==> src/sv/mdbp_pkg.sv <==
// ----------------------------------------------------------------------------
// MDB frame parser package
// Shared constants, codes and interface types of the receive-side parser.
// ----------------------------------------------------------------------------
package mdbp_pkg;

   localparam int CMD_COUNT     = 8;
   localparam int CMD_W         = $clog2(CMD_COUNT);
   localparam int SUB_COUNT     = 8;
   localparam int SUB_W         = $clog2(SUB_COUNT);
   localparam int SUB_ADDR_W    = CMD_W + SUB_W;
   localparam int SUB_DEPTH     = CMD_COUNT * SUB_COUNT;
   localparam int LEN_W         = 6;
   localparam int MAX_FRAME     = 36;
   localparam int BYTE_W        = 8;
   localparam int WORD_W        = 9;
   localparam int EVENT_W       = 3;
   localparam logic [BYTE_W-1:0] ADDR_MASK      = 8'hF8;
   localparam logic [BYTE_W-1:0] DEV_ADDR_RESET = 8'd16;

   typedef enum logic [1:0] {
      PH_IDLE = 2'd0,
      PH_RECV = 2'd1,
      PH_CSUM = 2'd2,
      PH_DONE = 2'd3
   } phase_type;

   typedef enum logic [EVENT_W-1:0] {
      EV_NONE      = 3'd0,
      EV_BYTE      = 3'd1,
      EV_ACCEPT    = 3'd2,
      EV_CSUM_ERR  = 3'd3,
      EV_UNK_CMD   = 3'd4,
      EV_UNK_SUB   = 3'd5
   } event_type;

   typedef enum logic {
      OP_BUS_WORD = 1'b0,
      OP_REGISTER = 1'b1
   } op_type;

   typedef struct packed {
      logic                  en;
      logic [SUB_ADDR_W-1:0] addr;
      logic [LEN_W-1:0]      len;
   } sub_wr_type;

   typedef struct packed {
      logic                  en;
      logic [SUB_ADDR_W-1:0] addr;
   } sub_rd_type;

   typedef struct packed {
      logic             valid;
      logic [LEN_W-1:0] len;
   } sub_entry_type;

endpackage

==> src/sv/mdb_peripheral_frame_parser.sv <==
// ----------------------------------------------------------------------------
// MDB peripheral frame parser
// The request is held in the input register and its result in the result register.
// Throughput: one request per cycle while the result side does not stall;
// input register, one parse stage, result register. Synchronous reset: idle,
// length tables empty, device address 16.
// ----------------------------------------------------------------------------
module mdb_peripheral_frame_parser
   import mdbp_pkg::*;
(
   input  logic                clock,
   input  logic                reset,
   input  logic                csr_wr_en,
   input  logic [BYTE_W-1:0]   csr_wr_data,
   input  logic                req_valid,
   output logic                req_stall,
   input  logic                req_cmd,
   input  logic [WORD_W-1:0]   req_bus_word,
   input  logic [CMD_W-1:0]    req_reg_command,
   input  logic                req_reg_with_sub,
   input  logic [SUB_W-1:0]    req_reg_subcommand,
   input  logic [LEN_W-1:0]    req_reg_length,
   output logic                rsp_valid,
   input  logic                rsp_stall,
   output logic [EVENT_W-1:0]  rsp_event_res,
   output logic [CMD_W-1:0]    rsp_frame_command,
   output logic [SUB_W-1:0]    rsp_frame_subcommand,
   output logic                rsp_frame_has_sub,
   output logic [BYTE_W-1:0]   rsp_data_byte,
   output logic [LEN_W-1:0]    rsp_byte_index
);

   // configuration
   logic [BYTE_W-1:0] dev_addr_ff;

   // input register
   logic              item_valid_ff, item_valid_in;
   logic              item_cmd_ff;
   logic [WORD_W-1:0] item_word_ff;
   logic [CMD_W-1:0]  item_rcmd_ff;
   logic              item_rsub_en_ff;
   logic [SUB_W-1:0]  item_rsub_ff;
   logic [LEN_W-1:0]  item_rlen_ff;

   // frame state
   phase_type         phase_ff, phase_in;
   logic [CMD_W-1:0]  cmd_ff, cmd_in;
   logic [SUB_W-1:0]  sub_ff, sub_in;
   logic [LEN_W-1:0]  cnt_ff, cnt_in;
   logic [BYTE_W-1:0] sum_ff, sum_in;
   logic [LEN_W-1:0]  exp_ff, exp_in;
   logic              hs_ff, hs_in;

   // command table
   logic [CMD_COUNT-1:0] ct_valid_ff;
   logic [CMD_COUNT-1:0] ct_sub_ff;
   logic [LEN_W-1:0]     ct_len_ff [CMD_COUNT];
   logic                 ct_wr_en;
   logic                 ct_wr_sub;

   // result register
   logic              rsp_valid_ff, rsp_valid_in;
   event_type         ev_ff, ev_in;
   logic [CMD_W-1:0]  fc_ff, fc_in;
   logic [SUB_W-1:0]  fs_ff, fs_in;
   logic              fh_ff, fh_in;
   logic [BYTE_W-1:0] db_ff, db_in;
   logic [LEN_W-1:0]  bi_ff, bi_in;

   logic              accept;
   logic              advance;
   logic [BYTE_W-1:0] data;
   logic [CMD_W-1:0]  addr_cmd;
   logic [LEN_W-1:0]  idx;
   logic              done;
   logic              sub_ok;
   sub_wr_type        sub_wr;
   sub_rd_type        sub_rd;
   sub_entry_type     sub_entry;

   assign advance   = item_valid_ff && (!rsp_valid_ff || !rsp_stall);
   assign req_stall = item_valid_ff && !advance;
   assign accept    = req_valid && !req_stall;

   assign data     = item_word_ff[BYTE_W-1:0];
   assign addr_cmd = data[CMD_W-1:0];

   assign sub_rd.en   = accept;
   assign sub_rd.addr = {cmd_in, req_bus_word[SUB_W-1:0]};

   mdbp_sub_table u_sub_table (
      .clock (clock),
      .reset (reset),
      .wr    (sub_wr),
      .rd    (sub_rd),
      .entry (sub_entry)
   );

   always_comb begin
      item_valid_in = item_valid_ff;
      if (accept) begin
         item_valid_in = 1'b1;
      end else if (advance) begin
         item_valid_in = 1'b0;
      end
      rsp_valid_in = advance || (rsp_valid_ff && rsp_stall);
   end

   // parse stage
   always_comb begin
      phase_in    = phase_ff;
      cmd_in      = cmd_ff;
      sub_in      = sub_ff;
      cnt_in      = cnt_ff;
      sum_in      = sum_ff;
      exp_in      = exp_ff;
      hs_in       = hs_ff;
      ct_wr_en    = 1'b0;
      ct_wr_sub   = 1'b0;
      sub_wr.en   = 1'b0;
      sub_wr.addr = {item_rcmd_ff, item_rsub_ff};
      sub_wr.len  = item_rlen_ff;
      ev_in       = EV_NONE;
      fc_in       = cmd_ff;
      fs_in       = sub_ff;
      fh_in       = (phase_ff != PH_IDLE) && hs_ff;
      db_in       = '0;
      bi_in       = '0;
      idx         = '0;
      done        = 1'b0;
      sub_ok      = 1'b0;

      if (item_valid_ff) begin
         if (item_cmd_ff == OP_REGISTER) begin
            ct_wr_en  = 1'b1;
            ct_wr_sub = item_rsub_en_ff;
            sub_wr.en = item_rsub_en_ff;
            if (item_rcmd_ff == cmd_ff) begin
               hs_in = item_rsub_en_ff;
            end
            fh_in = (phase_ff != PH_IDLE) && hs_in;
         end else begin
            if (item_word_ff[WORD_W-1]) begin
               phase_in = PH_IDLE;
               cmd_in   = '0;
               sub_in   = '0;
               cnt_in   = '0;
               sum_in   = '0;
               exp_in   = '0;
               hs_in    = 1'b0;
               fc_in    = '0;
               fs_in    = '0;
               fh_in    = 1'b0;
               if ((data & ADDR_MASK) != (dev_addr_ff & ADDR_MASK)) begin
                  done = 1'b1;
               end else if (!ct_valid_ff[addr_cmd]) begin
                  done  = 1'b1;
                  ev_in = EV_UNK_CMD;
                  fc_in = addr_cmd;
               end else begin
                  phase_in = PH_RECV;
                  cmd_in   = addr_cmd;
                  exp_in   = ct_len_ff[addr_cmd];
                  hs_in    = ct_sub_ff[addr_cmd];
               end
            end

            if (!done) begin
               unique case (phase_in)
                  PH_RECV: begin
                     idx    = cnt_in;
                     cnt_in = idx + 1'b1;
                     sum_in = sum_in + data;
                     sub_ok = 1'b1;
                     if ((cnt_in == LEN_W'(2)) && hs_in) begin
                        sub_ok = (data < BYTE_W'(SUB_COUNT)) && sub_entry.valid;
                        if (sub_ok) begin
                           sub_in = data[SUB_W-1:0];
                           exp_in = sub_entry.len;
                        end
                     end
                     if (!sub_ok) begin
                        ev_in    = EV_UNK_SUB;
                        fc_in    = cmd_in;
                        fs_in    = data[SUB_W-1:0];
                        fh_in    = 1'b1;
                        phase_in = PH_IDLE;
                        cmd_in   = '0;
                        sub_in   = '0;
                        cnt_in   = '0;
                        sum_in   = '0;
                        exp_in   = '0;
                        hs_in    = 1'b0;
                     end else begin
                        if ((cnt_in == exp_in) || (cnt_in >= LEN_W'(MAX_FRAME))) begin
                           phase_in = PH_CSUM;
                        end
                        ev_in = EV_BYTE;
                        fc_in = cmd_in;
                        fs_in = sub_in;
                        fh_in = hs_in;
                        db_in = data;
                        bi_in = idx;
                     end
                  end
                  PH_CSUM: begin
                     fc_in = cmd_in;
                     fs_in = sub_in;
                     fh_in = hs_in;
                     if (data == sum_in) begin
                        phase_in = PH_DONE;
                        ev_in    = EV_ACCEPT;
                     end else begin
                        ev_in    = EV_CSUM_ERR;
                        phase_in = PH_IDLE;
                        cmd_in   = '0;
                        sub_in   = '0;
                        cnt_in   = '0;
                        sum_in   = '0;
                        exp_in   = '0;
                        hs_in    = 1'b0;
                     end
                  end
                  PH_IDLE, PH_DONE: begin
                     fc_in = cmd_in;
                     fs_in = sub_in;
                     fh_in = (phase_in != PH_IDLE) && hs_in;
                  end
                  default: begin
                     ev_in = EV_NONE;
                  end
               endcase
            end
         end
      end
   end

   always_ff @(posedge clock) begin
      if (reset) begin
         dev_addr_ff <= DEV_ADDR_RESET;
      end else if (csr_wr_en) begin
         dev_addr_ff <= csr_wr_data;
      end
   end

   always_ff @(posedge clock) begin
      if (reset) begin
         item_valid_ff <= 1'b0;
         rsp_valid_ff  <= 1'b0;
         phase_ff      <= PH_IDLE;
         cmd_ff        <= '0;
         sub_ff        <= '0;
         cnt_ff        <= '0;
         sum_ff        <= '0;
         exp_ff        <= '0;
         hs_ff         <= 1'b0;
         ct_valid_ff   <= '0;
      end else begin
         item_valid_ff <= item_valid_in;
         rsp_valid_ff  <= rsp_valid_in;
         if (advance) begin
            phase_ff <= phase_in;
            cmd_ff   <= cmd_in;
            sub_ff   <= sub_in;
            cnt_ff   <= cnt_in;
            sum_ff   <= sum_in;
            exp_ff   <= exp_in;
            hs_ff    <= hs_in;
            if (ct_wr_en) begin
               ct_valid_ff[item_rcmd_ff] <= 1'b1;
            end
         end
      end
   end

   // table payload; a command first seen through a subcommand entry has length 0
   always_ff @(posedge clock) begin
      if (reset) begin
         ct_sub_ff <= '0;
         for (int i = 0; i < CMD_COUNT; i++) begin
            ct_len_ff[i] <= '0;
         end
      end else if (advance && ct_wr_en) begin
         ct_sub_ff[item_rcmd_ff] <= ct_wr_sub;
         if (!ct_wr_sub) begin
            ct_len_ff[item_rcmd_ff] <= item_rlen_ff;
         end
      end
   end

   always_ff @(posedge clock) begin
      if (accept) begin
         item_cmd_ff     <= req_cmd;
         item_word_ff    <= req_bus_word;
         item_rcmd_ff    <= req_reg_command;
         item_rsub_en_ff <= req_reg_with_sub;
         item_rsub_ff    <= req_reg_subcommand;
         item_rlen_ff    <= req_reg_length;
      end
      if (advance) begin
         ev_ff <= ev_in;
         fc_ff <= fc_in;
         fs_ff <= fs_in;
         fh_ff <= fh_in;
         db_ff <= db_in;
         bi_ff <= bi_in;
      end
   end

   assign rsp_valid            = rsp_valid_ff;
   assign rsp_event_res        = ev_ff;
   assign rsp_frame_command    = fc_ff;
   assign rsp_frame_subcommand = fs_ff;
   assign rsp_frame_has_sub    = fh_ff;
   assign rsp_data_byte        = db_ff;
   assign rsp_byte_index       = bi_ff;

endmodule

==> src/sv/mdbp_sub_table.sv <==
// ----------------------------------------------------------------------------
// MDB subcommand length table
// Length memory with per-entry valid flags. The read is taken when a request
// enters and held; a write at the same edge to the same entry is forwarded.
// ----------------------------------------------------------------------------
module mdbp_sub_table
   import mdbp_pkg::*;
(
   input  logic          clock,
   input  logic          reset,
   input  sub_wr_type    wr,
   input  sub_rd_type    rd,
   output sub_entry_type entry
);

   logic [LEN_W-1:0]      mem [SUB_DEPTH];
   logic [SUB_DEPTH-1:0]  valid_ff;
   logic [SUB_ADDR_W-1:0] addr_ff;
   logic [LEN_W-1:0]      len_ff;

   always_ff @(posedge clock) begin
      if (wr.en) begin
         mem[wr.addr] <= wr.len;
      end
      if (rd.en) begin
         addr_ff <= rd.addr;
         if (wr.en && (wr.addr == rd.addr)) begin
            len_ff <= wr.len;
         end else begin
            len_ff <= mem[rd.addr];
         end
      end
   end

   always_ff @(posedge clock) begin
      if (reset) begin
         valid_ff <= '0;
      end else if (wr.en) begin
         valid_ff[wr.addr] <= 1'b1;
      end
   end

   assign entry.valid = valid_ff[addr_ff];
   assign entry.len   = len_ff;

endmodule

==> config.mk <==
export PLATFORM = sky130hd
export DESIGN_NAME = mdb_peripheral_frame_parser
export DESIGN_NICKNAME = d
export VERILOG_FILES = /design/src/sv/mdbp_pkg.sv /design/src/sv/mdb_peripheral_frame_parser.sv /design/src/sv/mdbp_sub_table.sv
export SDC_FILE = /design/constraint.sdc
export NUM_CORES = 1
export LEC_CHECK = 0
export BUFFER_PORTS_ARGS = -buffer_cell sky130_fd_sc_hd__clkbuf_2
export CAP_MARGIN = 20
export CORE_ASPECT_RATIO = 0.7
export CORE_MARGIN = 2
export CORE_UTILIZATION = 36
export DETAILED_ROUTE_END_ITERATION = 10
export PLACE_DENSITY = 0.5
export SYNTH_ARGS = -nofsm -noshare
export SYNTH_HDL_FRONTEND = slang
export SYNTH_SLANG_ARGS = --single-unit
==> constraint.sdc <==
create_clock -name clock -period 4.8 [get_ports clock]
set_input_delay 0.96 -clock clock [delete_from_list [all_inputs] [get_ports clock]]
set_output_delay 0.96 -clock clock [all_outputs]
set_load 0.02 [all_outputs]
==> flow_metrics.py <==
metrics = {
    "timing": {
        "fin_crit_ps": 4590,
        "rsz0062_at_grt": "false",
        "slew_viol_final": 0,
        "fin_setup_tns_ps": 0,
        "fmax_ghz": 0.218,
        "slew_headroom": 0.279,
        "worst_pin_slew_ps": 1080,
        "setup_viol": 0,
        "period_share": 0.957,
        "finClkSkew_ps": 19.6,
        "hold_violations": 0,
    },
    "synthesis": {
        "avgSynthCellArea_um2": 15.3,
        "synth.distinct_cells": 81,
        "synthesis.nets": 1691,
        "ys.flop_type": "edfxtp_1",
        "syn_inst": 1640,
        "synth_edf_count": 488,
        "yosysWarnings": 0,
        "synth_seq_area_share": 0.677,
        "synth-seq-cells": 607,
        "syn_area_mm2": 0.0252,
        "async_reset_ff_frac": 0,
    },
    "power": {
        "leakage_nw": 9.55,
        "peakVddDrop_uv": 265,
        "p_sw_frac": 0.221,
        "p_per_area_mw_per_mm2": 391,
        "seqPwrFrac": 0.516,
        "comb_power_share": 0.058,
        "power.switching_w": 0.00248,
        "clock_power_share": 0.425,
        "p_int_w": 0.00873,
    },
    "worst_setup_path": {
        "regToRegEndpoint": "u_sub_table.len_ff[2]$_DFFE_PP_",
        "criticalPathCategory": "reg -> reg",
        "setup.worst_path.end_class": "flop",
        "rr_worst_depth": 16,
        "timing.critical_path.arrival_ps": 4970,
        "critPathRequiredTime_ps": 5180,
        "crit_fanout": 17,
        "worstReg2RegStart": "u_sub_table.addr_ff[0]$_DFFE_PP_",
        "reg2reg_slack_ps": 210,
        "critPathLaunch": "u_sub_table.addr_ff[0]$_DFFE_PP_",
        "crit_path_start_kind": "flop",
    },
    "floorplanning": {
        "start_util": 0.362,
        "core-area_mm2": 0.0695,
        "fp.dieW_um": 320,
        "die_height_um": 225,
        "core.rowCount": 81,
        "pin_count": 62,
        "die_area_mm2": 0.0721,
    },
    "layout": {
        "stdcell_area_mm2": 0.0287,
        "nets": 1777,
        "n_fill_cell": 6362,
        "final_cells": 2686,
        "antenna_cells": 0,
        "layout-drive-gt1-share": 0.215,
        "multi_input_area_mm2": 0.00768,
        "regArea_mm2": 0.0170,
        "areaGrowthSynthToFinish_pct": 13.8,
    },
    "clock_tree": {
        "clockRootBuffer": "clkbuf_16",
        "clkSinkCount": 607,
        "path_clk_slew_ps": 60,
        "max-clock-path-buffers": 3,
        "cts_made_buffers": 57,
        "h-tree-depth": 2,
        "cts_tree": "yes",
        "postCtsHoldBufs": 0,
        "clk_latency_ps": 630,
    },
    "place": {
        "gp_congestion": 0.876,
        "dp_hpwl_um": 44000,
        "port_buffers": 58,
        "place_area_mm2": 0.0267,
        "dp.cells": 2578,
    },
    "job": {
        "maxCapViolCount": 0,
    },
    "run_status": {
        "status": "completed",
    },
    "global_route": {
        "grt_pass1_vias": 14000,
        "gr-usage-all-layers": 0.188,
        "grt_max_degree": 74,
        "grt_overflow": 0,
        "grt_pass1_wl_um": 98100,
        "antenna_found_initial": 2,
    },
    "hold_path": {
        "min_to": "u_sub_table.valid_ff[22]$_SDFFE_PP0P_",
        "hold_path.class": "reg -> reg",
        "holdPathStages": 2,
        "worstHoldStart": "u_sub_table.valid_ff[22]$_SDFFE_PP0P_",
    },
    "routing": {
        "drc": 0,
        "drt-total-wl_um": 67300,
        "ant_nets": 0,
        "vias_per_cell": 5.43,
        "drtPass1Iterations": 7,
        "first_iter_violations": 1734,
        "wl_per_cell_um": 25.1,
        "vias": 14600,
    },
}
-- metal layers --
metal	GRT usage	part of all wire	up-vias
met5	0	0	-
li1	-	-	6441
met2	0.248	0.40	497
met1	0.305	0.51	7591
met3	0.0469	0.081	67
met4	0.0367	0.013	0
-- worst max-delay path: stages, from the launching register on --
cell and delay (ps):
edfxtp_1 510, mux2i_1 350, mux4_2 400, nor3_2 70, mux2i_2 310, inv_1 120
ha_1 300, buf_4 180, o21ba_2 460, nand3_1 170, o21ai_2 190, buf_12 220
mux2i_1 430, o21ai_0 130, o21ai_0 240, buf_4 170, o41ai_1 60
-- Yosys cell counts (5+ instances only) --
library cell,n,share of area
a211oi_1,6,0.0018
a21oi_1,43,0.0086
a221o_1,10,0.0040
a22o_1,11,0.0038
a22oi_1,23,0.0069
and2_1,61,0.015
and3_1,10,0.0025
buf_2,9,0.0018
buf_4,5,0.0015
clkbuf_1,63,0.0094
dfxtp_1,119,0.095
edfxtp_1,488,0.58
ha_1,14,0.0070
inv_1,21,0.0031
mux2_2,29,0.013
mux2i_1,37,0.015
mux4_2,121,0.11
nand2_1,44,0.0066
nand2b_1,12,0.0030
nand3_1,20,0.0040
nand4_1,7,0.0017
nor2_1,279,0.042
nor2b_1,19,0.0047
nor3_1,8,0.0016
o211ai_1,8,0.0024
o21ai_0,32,0.0064
o21ba_2,9,0.0036
o21bai_1,11,0.0033
o22ai_1,6,0.0015
o41ai_1,5,0.0017
or3_1,5,0.0012
xnor2_1,18,0.0063
xor2_1,10,0.0035
-- cell usage in the layout, fill, tap and decap left out, drive strengths merged, types with 9 or more instances in the layout --
cell      n
edfxtp  488
o21bai   11
xnor2    18
nor2b    19
o21ai    35
nand3    20
mux4    121
o21ba     9
and3     10
mux2     30
and2     61
a22oi    23
nor2    279
ha       14
xor2     10
dfxtp   119
a221o    10
nand2b   12
o211ai    9
buf      56
clkbuf  140
mux2i    37
a22o     11
nand2    46
nor3     10
clkinv   10
a21oi    43
inv      24
-- power by group through the flow --
| stage | clock (W) | sequential [W] | combinational [W] |
|---|---|---|---|
| floorplan | 0 | 0.00591 | 0.000362 |
| global placement | 0 | 0.00590 | 0.000646 |
| detailed placement | 0 | 0.00590 | 0.000652 |
| CTS | 0.00487 | 0.00579 | 0.000654 |
| global route | 0.00507 | 0.00579 | 0.000697 |
| finish | 0.00477 | 0.00579 | 0.000654 |
-- stage by stage --
step                       util  hold WS, ps  power (W)  worst slack [ps]
after global routing      0.412          475     0.0116              2.15
after CTS                 0.412          464     0.0113               143
final                     0.412          466     0.0112               208
after global placement    0.384          445    0.00655               249
after detailed placement  0.384          453    0.00655               161
after floorplan               -          435    0.00627               255
-- cell type report --
class | instances | area share
Tap cell | 913 | 0.0399
Clock buffer | 85 | 0.0578
Sequential cell | 607 | 0.595
Timing Repair Buffer | 111 | 0.0266
Clock inverter | 21 | 0.0103
Multi-Input combinational cell | 927 | 0.268
Inverter | 22 | 0.00288
-- worst max path at each step --
stage                                 endpoint  slack (ps)
2_1_floorplan  u_sub_table.len_ff[4]$_DFFE_PP_         250
4_1_cts        u_sub_table.len_ff[4]$_DFFE_PP_         140
6_report       u_sub_table.len_ff[2]$_DFFE_PP_         210
3_5_place_dp   u_sub_table.len_ff[4]$_DFFE_PP_         160
3_3_place_gp   u_sub_table.len_ff[2]$_DFFE_PP_         250
5_1_grt        u_sub_table.len_ff[3]$_DFFE_PP_           2
-- logic make-up after synthesis --
| logic type | Yosys count | share of synthesized area |
|---|---|---|
| compound gates | 207 | 0.0611 |
| xor+xnor | 28 | 0.00974 |
| simple gates | 489 | 0.0898 |
| flops | 607 | 0.677 |
| buf+inv | 106 | 0.0182 |
| mux | 188 | 0.136 |
| fa+ha+maj | 15 | 0.00776 |
-- flip-flops by register name, indices dropped and copies added, names as in the netlist, 2 cells and up, named ones only --
register and count:
u_sub_table.mem 384, u_sub_table.valid_ff 64, ct_len_ff 48, ct_sub_ff 8
ct_valid_ff 8, rsp_data_byte 8, sum_ff 8, cnt_ff 6
exp_ff 6, item_rlen_ff 6, item_word_ff 6, rsp_byte_index 6
u_sub_table.addr_ff 6, u_sub_table.len_ff 6, dev_addr_ff 5, cmd_ff 3
item_rcmd_ff 3, item_rsub_ff 3, rsp_event_res 3, rsp_frame_command 3
rsp_frame_subcommand 3, sub_ff 3, phase_ff 2
-- timing repair --
item                                    in CTS  in global routing
resized for setup                            0                  2
setup buffers                                0                  2
endpoints found under the setup margin       0                  6
Power figures use the tool's default switching activity.
